**src/rtl/ua_tcp_chunk_header_check_unit_assert.svh**
```systemverilog
// Assertion macros shared by the chunk header check RTL.
`ifndef UA_TCP_CHUNK_HEADER_CHECK_UNIT_ASSERT_SVH
`define UA_TCP_CHUNK_HEADER_CHECK_UNIT_ASSERT_SVH

// Immediate implication: when the antecedent holds, the consequent holds in the same cycle.
`define UATCC_ASSERT_SAME(label, ante, cons, msg) \
  label: assert property (@(posedge clk) disable iff (rst) (ante) |-> (cons)) else $error(msg);

// Next-cycle implication: when the antecedent holds, the consequent holds in the next cycle.
`define UATCC_ASSERT_NEXT(label, ante, cons, msg) \
  label: assert property (@(posedge clk) disable iff (rst) (ante) |=> (cons)) else $error(msg);

`endif

```
**src/rtl/uatcc_pkg.sv**
```systemverilog
// Types, codes and constants of the chunk header check block.
`timescale 1ns / 1ps

package uatcc_pkg;

  // Offset of the status word inside an abort chunk.
  localparam int unsigned SYM_HEADER_BYTES = 16;
  localparam logic [31:0] ABORT_MIN_SIZE   = 32'(SYM_HEADER_BYTES + 4);

  localparam logic [31:0] MIN_HEADER_SIZE  = 32'd8;
  localparam logic [31:0] MIN_SECURE_SIZE  = 32'd12;

  // Verdict codes.
  localparam logic [2:0] V_GOOD     = 3'd0;
  localparam logic [2:0] V_INTERNAL = 3'd1;
  localparam logic [2:0] V_TYPE     = 3'd2;
  localparam logic [2:0] V_LARGE    = 3'd3;
  localparam logic [2:0] V_ABORT    = 3'd4;

  // Message kind codes.
  localparam logic [2:0] K_HEL = 3'd0;
  localparam logic [2:0] K_ACK = 3'd1;
  localparam logic [2:0] K_ERR = 3'd2;
  localparam logic [2:0] K_OPN = 3'd3;
  localparam logic [2:0] K_CLO = 3'd4;
  localparam logic [2:0] K_MSG = 3'd5;

  localparam int unsigned NUM_KINDS = 6;

  // Chunk type codes.
  localparam logic [1:0] C_INTERMEDIATE = 2'd0;
  localparam logic [1:0] C_FINAL        = 2'd1;
  localparam logic [1:0] C_ABORT        = 2'd2;

  // ASCII letters seen in the header.
  localparam logic [7:0] CH_C = 8'h43;
  localparam logic [7:0] CH_F = 8'h46;
  localparam logic [7:0] CH_A = 8'h41;
  localparam logic [7:0] CH_M = 8'h4D;
  localparam logic [7:0] CH_O = 8'h4F;

  // Three-letter type words, first letter in the low byte, indexed by kind code.
  localparam logic [NUM_KINDS-1:0][23:0] KIND_WORDS = {
    24'h47534D,  // MSG
    24'h4F4C43,  // CLO
    24'h4E504F,  // OPN
    24'h525245,  // ERR
    24'h4B4341,  // ACK
    24'h4C4548   // HEL
  };

  // One received chunk header.
  typedef struct packed {
    logic [31:0] buffer_length;
    logic [31:0] abort_word;
    logic [31:0] channel_word;
    logic [63:0] header_bytes;
  } hdr_t;

  // One verdict with its decoded fields.
  typedef struct packed {
    logic [31:0] abort_code;
    logic [31:0] secure_channel;
    logic [31:0] msg_size;
    logic [1:0]  chunk_code;
    logic [2:0]  kind_code;
    logic [2:0]  verdict;
  } res_t;

endpackage

```
**src/rtl/uatcc_decode.sv**
```systemverilog
// Combinational checks and field decode for one chunk header.
`timescale 1ns / 1ps

module uatcc_decode (
  input  uatcc_pkg::hdr_t hdr,
  output uatcc_pkg::res_t res
);

  logic [23:0] type_word;
  logic [7:0]  letter;
  logic [7:0]  first;
  logic [31:0] size;
  logic [31:0] len;
  logic        found;
  logic [2:0]  kind;
  logic        chunk_ok;
  logic [1:0]  chunk;

  assign type_word = hdr.header_bytes[23:0];
  assign letter    = hdr.header_bytes[31:24];
  assign first     = hdr.header_bytes[7:0];
  assign size      = hdr.header_bytes[63:32];
  assign len       = hdr.buffer_length;

  // Match the type word against the six accepted kinds.
  always_comb begin
    found = 1'b0;
    kind  = uatcc_pkg::K_HEL;
    for (int k = 0; k < uatcc_pkg::NUM_KINDS; k++) begin
      if (!found && type_word == uatcc_pkg::KIND_WORDS[k]) begin
        found = 1'b1;
        kind  = 3'(k);
      end
    end
  end

  // Decode the chunk letter.
  always_comb begin
    chunk_ok = 1'b1;
    chunk    = uatcc_pkg::C_INTERMEDIATE;
    unique case (letter)
      uatcc_pkg::CH_C: chunk = uatcc_pkg::C_INTERMEDIATE;
      uatcc_pkg::CH_F: chunk = uatcc_pkg::C_FINAL;
      uatcc_pkg::CH_A: chunk = uatcc_pkg::C_ABORT;
      default:         chunk_ok = 1'b0;
    endcase
  end

  // Checks in order; each field is filled only once its check is reached.
  always_comb begin
    res = '0;
    priority if (len < uatcc_pkg::MIN_HEADER_SIZE) begin
      res.verdict = uatcc_pkg::V_INTERNAL;
    end else if (!found) begin
      res.verdict = uatcc_pkg::V_TYPE;
    end else if (!chunk_ok) begin
      res.kind_code = kind;
      res.verdict   = uatcc_pkg::V_TYPE;
    end else begin
      res.kind_code  = kind;
      res.chunk_code = chunk;
      res.msg_size   = size;
      priority if (size < uatcc_pkg::MIN_HEADER_SIZE) begin
        res.verdict = uatcc_pkg::V_INTERNAL;
      end else if (size > len) begin
        res.verdict = uatcc_pkg::V_LARGE;
      end else if (chunk == uatcc_pkg::C_INTERMEDIATE && first != uatcc_pkg::CH_M) begin
        // A continuation chunk only exists inside a MSG message.
        res.verdict = uatcc_pkg::V_INTERNAL;
      end else if (kind <= uatcc_pkg::K_ERR) begin
        res.verdict = uatcc_pkg::V_GOOD;
      end else if (len < uatcc_pkg::MIN_SECURE_SIZE || size < uatcc_pkg::MIN_SECURE_SIZE) begin
        res.verdict = uatcc_pkg::V_INTERNAL;
      end else begin
        res.secure_channel = hdr.channel_word;
        if (chunk == uatcc_pkg::C_ABORT) begin
          priority if (first == uatcc_pkg::CH_O) begin
            res.verdict = uatcc_pkg::V_INTERNAL;
          end else if (size < uatcc_pkg::ABORT_MIN_SIZE) begin
            res.verdict = uatcc_pkg::V_INTERNAL;
          end else if (hdr.abort_word == '0) begin
            res.verdict = uatcc_pkg::V_INTERNAL;
          end else begin
            res.verdict    = uatcc_pkg::V_ABORT;
            res.abort_code = hdr.abort_word;
          end
        end
      end
    end
  end

endmodule

```
**src/rtl/ua_tcp_chunk_header_check_unit.sv**
```systemverilog
// Top level of the chunk header check: input register, decode, result register.
//
//  Channel | Dir | Bits | Beat contents
//  s_*     | in  | 160  | one chunk header to check
//  m_*     | out | 104  | one verdict with decoded fields
//
// A beat accepted on s_* is decoded from the input register and shows on m_*
// from the result register; one beat is accepted every cycle while m_* is not stalled.
// The decode between the two registers is a bank of compares.
// rst clears both valid flags; payload registers are not reset.
// A stall on m_tready holds the result; the input register still fills, so
// s_tready drops only when both stages are full.
`timescale 1ns / 1ps
`include "ua_tcp_chunk_header_check_unit_assert.svh"

module ua_tcp_chunk_header_check_unit (
  input  logic         clk,
  input  logic         rst,
  input  logic         s_tvalid,
  output logic         s_tready,
  // header_bytes[63:0], channel_word[95:64], abort_word[127:96], buffer_length[159:128]
  input  logic [159:0] s_tdata,
  output logic         m_tvalid,
  input  logic         m_tready,
  // verdict[2:0], kind_code[5:3], chunk_code[7:6], msg_size[39:8],
  // secure_channel[71:40], abort_code[103:72]
  output logic [103:0] m_tdata
);

  uatcc_pkg::hdr_t hdr;
  logic            hdr_valid;
  uatcc_pkg::res_t dec;
  uatcc_pkg::res_t res;
  logic            res_valid;
  logic            adv_res;
  logic            adv_hdr;

  // Each stage moves when it is empty or the stage after it moves.
  assign adv_res  = !res_valid || m_tready;
  assign adv_hdr  = !hdr_valid || adv_res;
  assign s_tready = adv_hdr;

  // Input register.
  always_ff @(posedge clk) begin
    if (rst) begin
      hdr_valid <= 1'b0;
    end else if (adv_hdr) begin
      hdr_valid <= s_tvalid;
    end
  end

  always_ff @(posedge clk) begin
    if (adv_hdr && s_tvalid) begin
      hdr <= uatcc_pkg::hdr_t'(s_tdata);
    end
  end

  uatcc_decode u_decode (
    .hdr (hdr),
    .res (dec)
  );

  // Result register.
  always_ff @(posedge clk) begin
    if (rst) begin
      res_valid <= 1'b0;
    end else if (adv_res) begin
      res_valid <= hdr_valid;
    end
  end

  always_ff @(posedge clk) begin
    if (adv_res && hdr_valid) begin
      res <= dec;
    end
  end

  assign m_tvalid = res_valid;
  assign m_tdata  = res;

  // An abort status is reported exactly with the aborted verdict.
  `UATCC_ASSERT_SAME(a_abort_code, res_valid, ((res.verdict == uatcc_pkg::V_ABORT) == (res.abort_code != '0)), "abort code does not match verdict")
  // Hello, acknowledge and error never carry a channel id.
  `UATCC_ASSERT_SAME(a_no_channel, res_valid && res.kind_code <= uatcc_pkg::K_ERR, res.secure_channel == '0, "channel id set for unsecured kind")
  // A decoded header moving on always lands in the result register.
  `UATCC_ASSERT_NEXT(a_advance, hdr_valid && adv_res, res_valid, "decoded beat lost")

endmodule

```
**config.mk**
```make
export PLATFORM = sky130hd
export DESIGN_NAME = ua_tcp_chunk_header_check_unit
export DESIGN_NICKNAME = d
export VERILOG_FILES = /design/src/rtl/uatcc_pkg.sv /design/src/rtl/uatcc_decode.sv /design/src/rtl/ua_tcp_chunk_header_check_unit.sv
export VERILOG_INCLUDE_DIRS = /design/src /design/src/rtl
export SDC_FILE = /design/constraint.sdc
export NUM_CORES = 1
export LEC_CHECK = 0
export ABC_AREA = 1
export BUFFER_PORTS_ARGS = -buffer_cell sky130_fd_sc_hd__buf_2
export CORE_MARGIN = 1
export CORE_UTILIZATION = 53
export DETAILED_ROUTE_END_ITERATION = 6
export PLACE_DENSITY = 0.77
export SKIP_CTS_REPAIR_TIMING = 1
export SLEW_MARGIN = 20
export SYNTH_ARGS = -nofsm -noshare
export SYNTH_HDL_FRONTEND = slang
export SYNTH_SLANG_ARGS = --single-unit
```
**constraint.sdc**
```tcl
create_clock -name clk -period 6.84 [get_ports clk]
set_input_delay 0.342 -clock clk [delete_from_list [all_inputs] [get_ports clk]]
set_output_delay 0.342 -clock clk [all_outputs]
set_load 0.005 [all_outputs]
```
==> results of run 1 <==
==> cell usage after synthesis, drive strengths merged <==
| cell type | n |
|---|---|
| edfxtp | 264 |
| nor2 | 187 |
| inv | 168 |
| nand2 | 102 |
| ha | 32 |
| nand3 | 20 |
| a21oi | 18 |
| nand4 | 17 |
| buf | 7 |
| nor3 | 4 |
| o21ai | 3 |
| clkbuf | 2 |
| dfxtp | 2 |
| o21a | 2 |
| a21o | 1 |
| a31oi | 1 |
| nand3b | 1 |
| nor3b | 1 |
==> layout make-up <==
type / count / area [um^2]
Clock buffer: 35 / 705.7
Clock inverter: 12 / 111.4
Fill cell: 1211 / 5016
Inverter: 168 / 635.6
Multi-Input combinational cell: 389 / 1979
Sequential cell: 266 / 7968
Tap cell: 265 / 331.6
Timing Repair Buffer: 419 / 2843
==> logic make-up after synthesis <==
family | Yosys count | synth area share
and+or+nand+nor | 332 | 0.1343
DFF | 266 | 0.7465
buffers and inverters | 177 | 0.06905
adders and majority gates | 32 | 0.03751
AOI/OAI and AO/OA | 25 | 0.01254
==> layout by cell type, fill, tap and decap left out, types with 3 or more instances in the layout <==
cell / instances
ha_1: 32
nand2_1: 99
o21ai_0: 3
clkbuf_16: 27
buf_2: 269
nand3_1: 19
nand2_2: 3
nand4_1: 17
edfxtp_1: 264
nor2_2: 27
nor2_1: 158
dlygate4sd3_1: 148
inv_1: 167
clkbuf_1: 8
clkinv_1: 4
nor3_1: 3
clkinv_2: 4
a21oi_1: 17
==> critical path, stage by stage, from the launching register on <==
cell and delay (ps):
dfxtp_1 350, nand3_1 140, nand2_1 140, inv_6 500
buf_4 910
==> through the flow <==
step	worst slack [ps]	instance area [um^2]	total power [mW]	utilization
floorplan	840.5	10670	2.037	-
finish	4303	14570	3.558	0.7439
detailed placement	4186	12280	2.121	0.6266
CTS	4313	13090	3.484	0.6683
global placement	4237	12280	2.113	0.6266
global route	4112	14570	3.668	0.7439
==> power breakdown <==
part	internal (mW)	switching [mW]
Sequential	1.87	0.0316
Clock	0.798	0.595
Combinational	0.130	0.130
==> registers in the layout, indices dropped and copies added (netlist names) <==
signal	count
m_tdata	104
hdr_valid	1
hdr	160
m_tvalid	1
==> per-layer routing <==
metal  wire [um]  vias up  share of wire
met1        9212     3449           0.38
met3        1594       51          0.065
met4         637        0          0.026
li1            -     3608              -
met2       13050      286           0.53
met5           0        -              0
==> final timing paths <==
kind	endpoint	slack (ps)	cells after the start
worst min register to register	m_tvalid	530	2
worst max-delay path	hdr[25]	4300	4
worst min-delay path	hdr[121]	10	1
worst max register to register	hdr[25]	4300	4
==> metrics.yaml, run 1 <==
dp_cells: 1359
hp-start: "s_tdata[121]"
tightest_slew_ps: 1059
drc: 0
period_share: 0.3709
gr-max-usage-layer: "met2"
final_nets: 1466
ys_warn_count: 0
critPathLaunchType: "flop"
hold_slack_ps: 12.73
synthCells: 832
dieArea_mm2: 0.02071
drtIter0Drc: 337
vias_per_cell: 4.758
finalNonFillerCells: 1554
crit_fanout: 86
synth_top_area_frac: 0.7428
vias: 7394
ir_worst_vdd_mv: 0.2132
synth_area_leaders: "edfxtp_1, inv_1, nor2_1, ha_1, nand2_1"
use_met2: 0.3313
port_buffers: 269
yosysUniqueCellTypes: 23
antenna_found_initial: 0
rows: 51
routed_wl_um: 24490
avgSynthCellArea_um2: 12.83
criticalPathCategory: "flop to flop"
grt_max_degree: 87
outcome: "complete, no violations"
fin_skew_ps: 11.84
endpoint_kind: "flop"
numCtsBuffers: 26
tns_ps: 0
initial_core_util: 0.5448
ys_ff_latch: 266
synth_top_cell_by_area: "edfxtp_1"
clk_path_buf_depth: 3
die_x_um: 143.9
syn2layout_area_growth_pct: 36.55
r2r-start: "m_tvalid"
pin_count: 270
die-height_um: 143.9
hold_viol: 0
yosysSeqAreaShare: 0.7465
cp.arrival_ps: 2670
use_met3: 0.03999
antenna_cells: 0
cp-startpoint: "m_tvalid"
finalCriticalPeriod_ps: 2537
grt_pass1_vias: 6111
fmax_mhz: 394.2
relSlewSlack: 0.2937
post-dp-hpwl_um: 14180
grt_usage: 0.1884
htreeDepth: 1
drive_above_1_share: 0.2653
drv_slew: 0
clk_transition_reported_paths_ps: 60
hold_class: "input port to flop"
drv_cap: 0
gp_congestion: 0.7983
clkLatencyLatePin_ps: 520
cts_root_buffer: "clkbuf_16"
crit_required_ps: 6980
grt-ovfl-total: 0
postRouteAntennaNets: 0
p_leak_nw: 6.639
firstDrtPassIters: 5
cts_sinks: 266
cts_tree: "yes"
powerDensity_mw_per_mm2: 244.1
grt_pass1_wl_um: 29340
rsz0062_at_grt: "no"
wl_per_cell_um: 15.76
syn-num-nets: 1028
coreArea_mm2: 0.01959
syn-cell-area_mm2: 0.01067
setup_violations: 0
met1_usage: 0.2320
Note: power is estimated with default switching activity, not from simulation.
==> run 2, diff against run 1 <==
CORE_UTILIZATION = 48   (was 53)
PLACE_DENSITY = 0.73   (was 0.77)
clock period = 2.1 ns   (was 6.84 ns; I/O delays follow)
==> run 2 against run 1 <==
Compared with the run above: the flow now finishes with violations (setup timing); clock power rose to 3.5 times the previous value; total power rose to 3.4 times the previous value; clock-buffer cell count up 1; clock skew hardly changed; flip-flop and latch count unchanged; via count up 5.3%; die area grew 10%; register-to-register slack lost 4400 ps; global-route usage shrank 0.46 points; first-iteration DRC count is 5.9% higher; sequential power grew to 3.2 times the previous value; core utilization is 2.3 points lower; largest cell class unchanged.
==> metrics.yaml, run 2 (synthesis results as in run 1) <==
pin_count: 270
hold_class: "input port to flop"
htreeDepth: 1
layout_commonest_cell: "buf_2"
finalCriticalPeriod_ps: 2178
hold_viol: 0
dp_cells: 1405
mostFrequentLayoutCells: "buf_2, edfxtp_1, dlygate4sd3_1, inv_1, nor2_1"
post-route-util: 0.7210
vias: 7783
r2r-start: "hdr[49]"
powerDensity_mw_per_mm2: 765.9
grt_usage: 0.1838
tightest_slew_ps: 572.1
largest_reg_flops: 160
power_mw: 12.05
initial_core_util: 0.4890
grt_pass1_vias: 6533
wl_per_cell_um: 16.64
clk_transition_reported_paths_ps: 60
rows: 54
drv_slew: 0
drc: 0
critPathLaunchType: "flop"
gp_congestion: 0.8062
clk_path_buf_depth: 3
grt-ovfl-total: 0
postRouteAntennaNets: 0
grt_pass1_wl_um: 31820
rsz0062_at_grt: "yes"
final_nets: 1531
vias_per_cell: 4.757
period_share: 1.037
drtIter0Drc: 357
r2r_setup_slack_ps: -80
largest-register: "hdr"
die_x_um: 151.1
routed_wl_um: 27230
crit_required_ps: 2390
endpoint: "m_tdata[74]"
outcome: "finished with violations"
worst_slack_ps: -78.22
relSlewSlack: 0.6177
p_leak_nw: 7.074
firstDrtPassIters: 5
cp-startpoint: "hdr[49]"
die-height_um: 151.1
crit_fanout: 6
criticalPathCategory: "flop to flop"
syn2layout_area_growth_pct: 47.43
clkLatencyLatePin_ps: 540
fmax_mhz: 459.1
dieArea_mm2: 0.02284
r2r_cells: 13
finalNonFillerCells: 1636
endpoint_kind: "flop"
r2r-end: "m_tdata[74]"
numCtsBuffers: 28
setup_violations: 64
antenna_found_initial: 1
cts_root_buffer: "clkbuf_16"
port_buffers: 269
cts_sinks: 266
cp.arrival_ps: 2470
whs_path_depth: 3
ir_worst_vdd_mv: 0.6607
coreArea_mm2: 0.02182
drv_cap: 0
drive_above_1_share: 0.3292
violations: "setup timing"
cts_tree: "yes"
grt_max_degree: 43
fin_skew_ps: 12.26
post-dp-hpwl_um: 15950
[run 2: power by group]
group          leakage, nW  internal, mW  switching, mW
registers             2.67          6.10          0.107
clock network        0.426          2.87           1.95
logic                 3.97         0.529          0.495
total                 7.07          9.50           2.55
[run 2: layout make-up]
class                      count  area (um^2)
multi-input combinational    389         2321
clock buffer                  36        752.0
fill                        1410         6088
sequential                   266         7973
inverter                     168        634.4
timing repair buffer         482         3562
tap                          280        350.3
antenna                        1        2.502
clock inverter                14        140.1
[run 2: critical path, cell delays in order, from the launching register on]
cell       delay [ps]
edfxtp_1          470
ha_4              330
nand2_2            50
nand2_1            80
nand2_1            50
nand2_1            60
nand2_1            60
a21oi_2           130
nor2_2             60
nand2_2            90
nand2_4            80
nand3_4           190
clkbuf_16         220
nor2_1             40
[run 2: through the flow]
stage / hold slack, ps / instance area [um^2] / setup TNS (ps) / setup WS (ps)
detailed placement: 275.7 / 12680 / -3600 / -86.60
floorplan: 164.4 / 10710 / -237390 / -1212
global placement: 271.1 / 12680 / -1843 / -42.57
CTS: -282.7 / 13570 / -4829 / -108.9
global route: 240.3 / 15740 / -11790 / -219.0
finish: 212.3 / 15740 / -2732 / -78.22
[run 2: how the worst min path moves through the flow]
stage | startpoint | to | slack (ps)
global route | m_tready | m_tdata[4] | 240
detailed placement | rst | m_tvalid | 280
finish | m_tready | m_tdata[53] | 210
CTS | rst | m_tvalid | -280
global placement | rst | m_tvalid | 270
floorplan | rst | m_tvalid | 160
[run 2: layer usage]
layer  track usage  routed length [um]  part of all wire  vias to the layer above
li1              -                   -                 -                     3742
met1        0.2204               10030              0.37                     3682
met5             0                   0                 0                        -
met4       0.05850                 757             0.028                        0
met3       0.03434                1648             0.061                       58
met2        0.3323               14790              0.54                      301
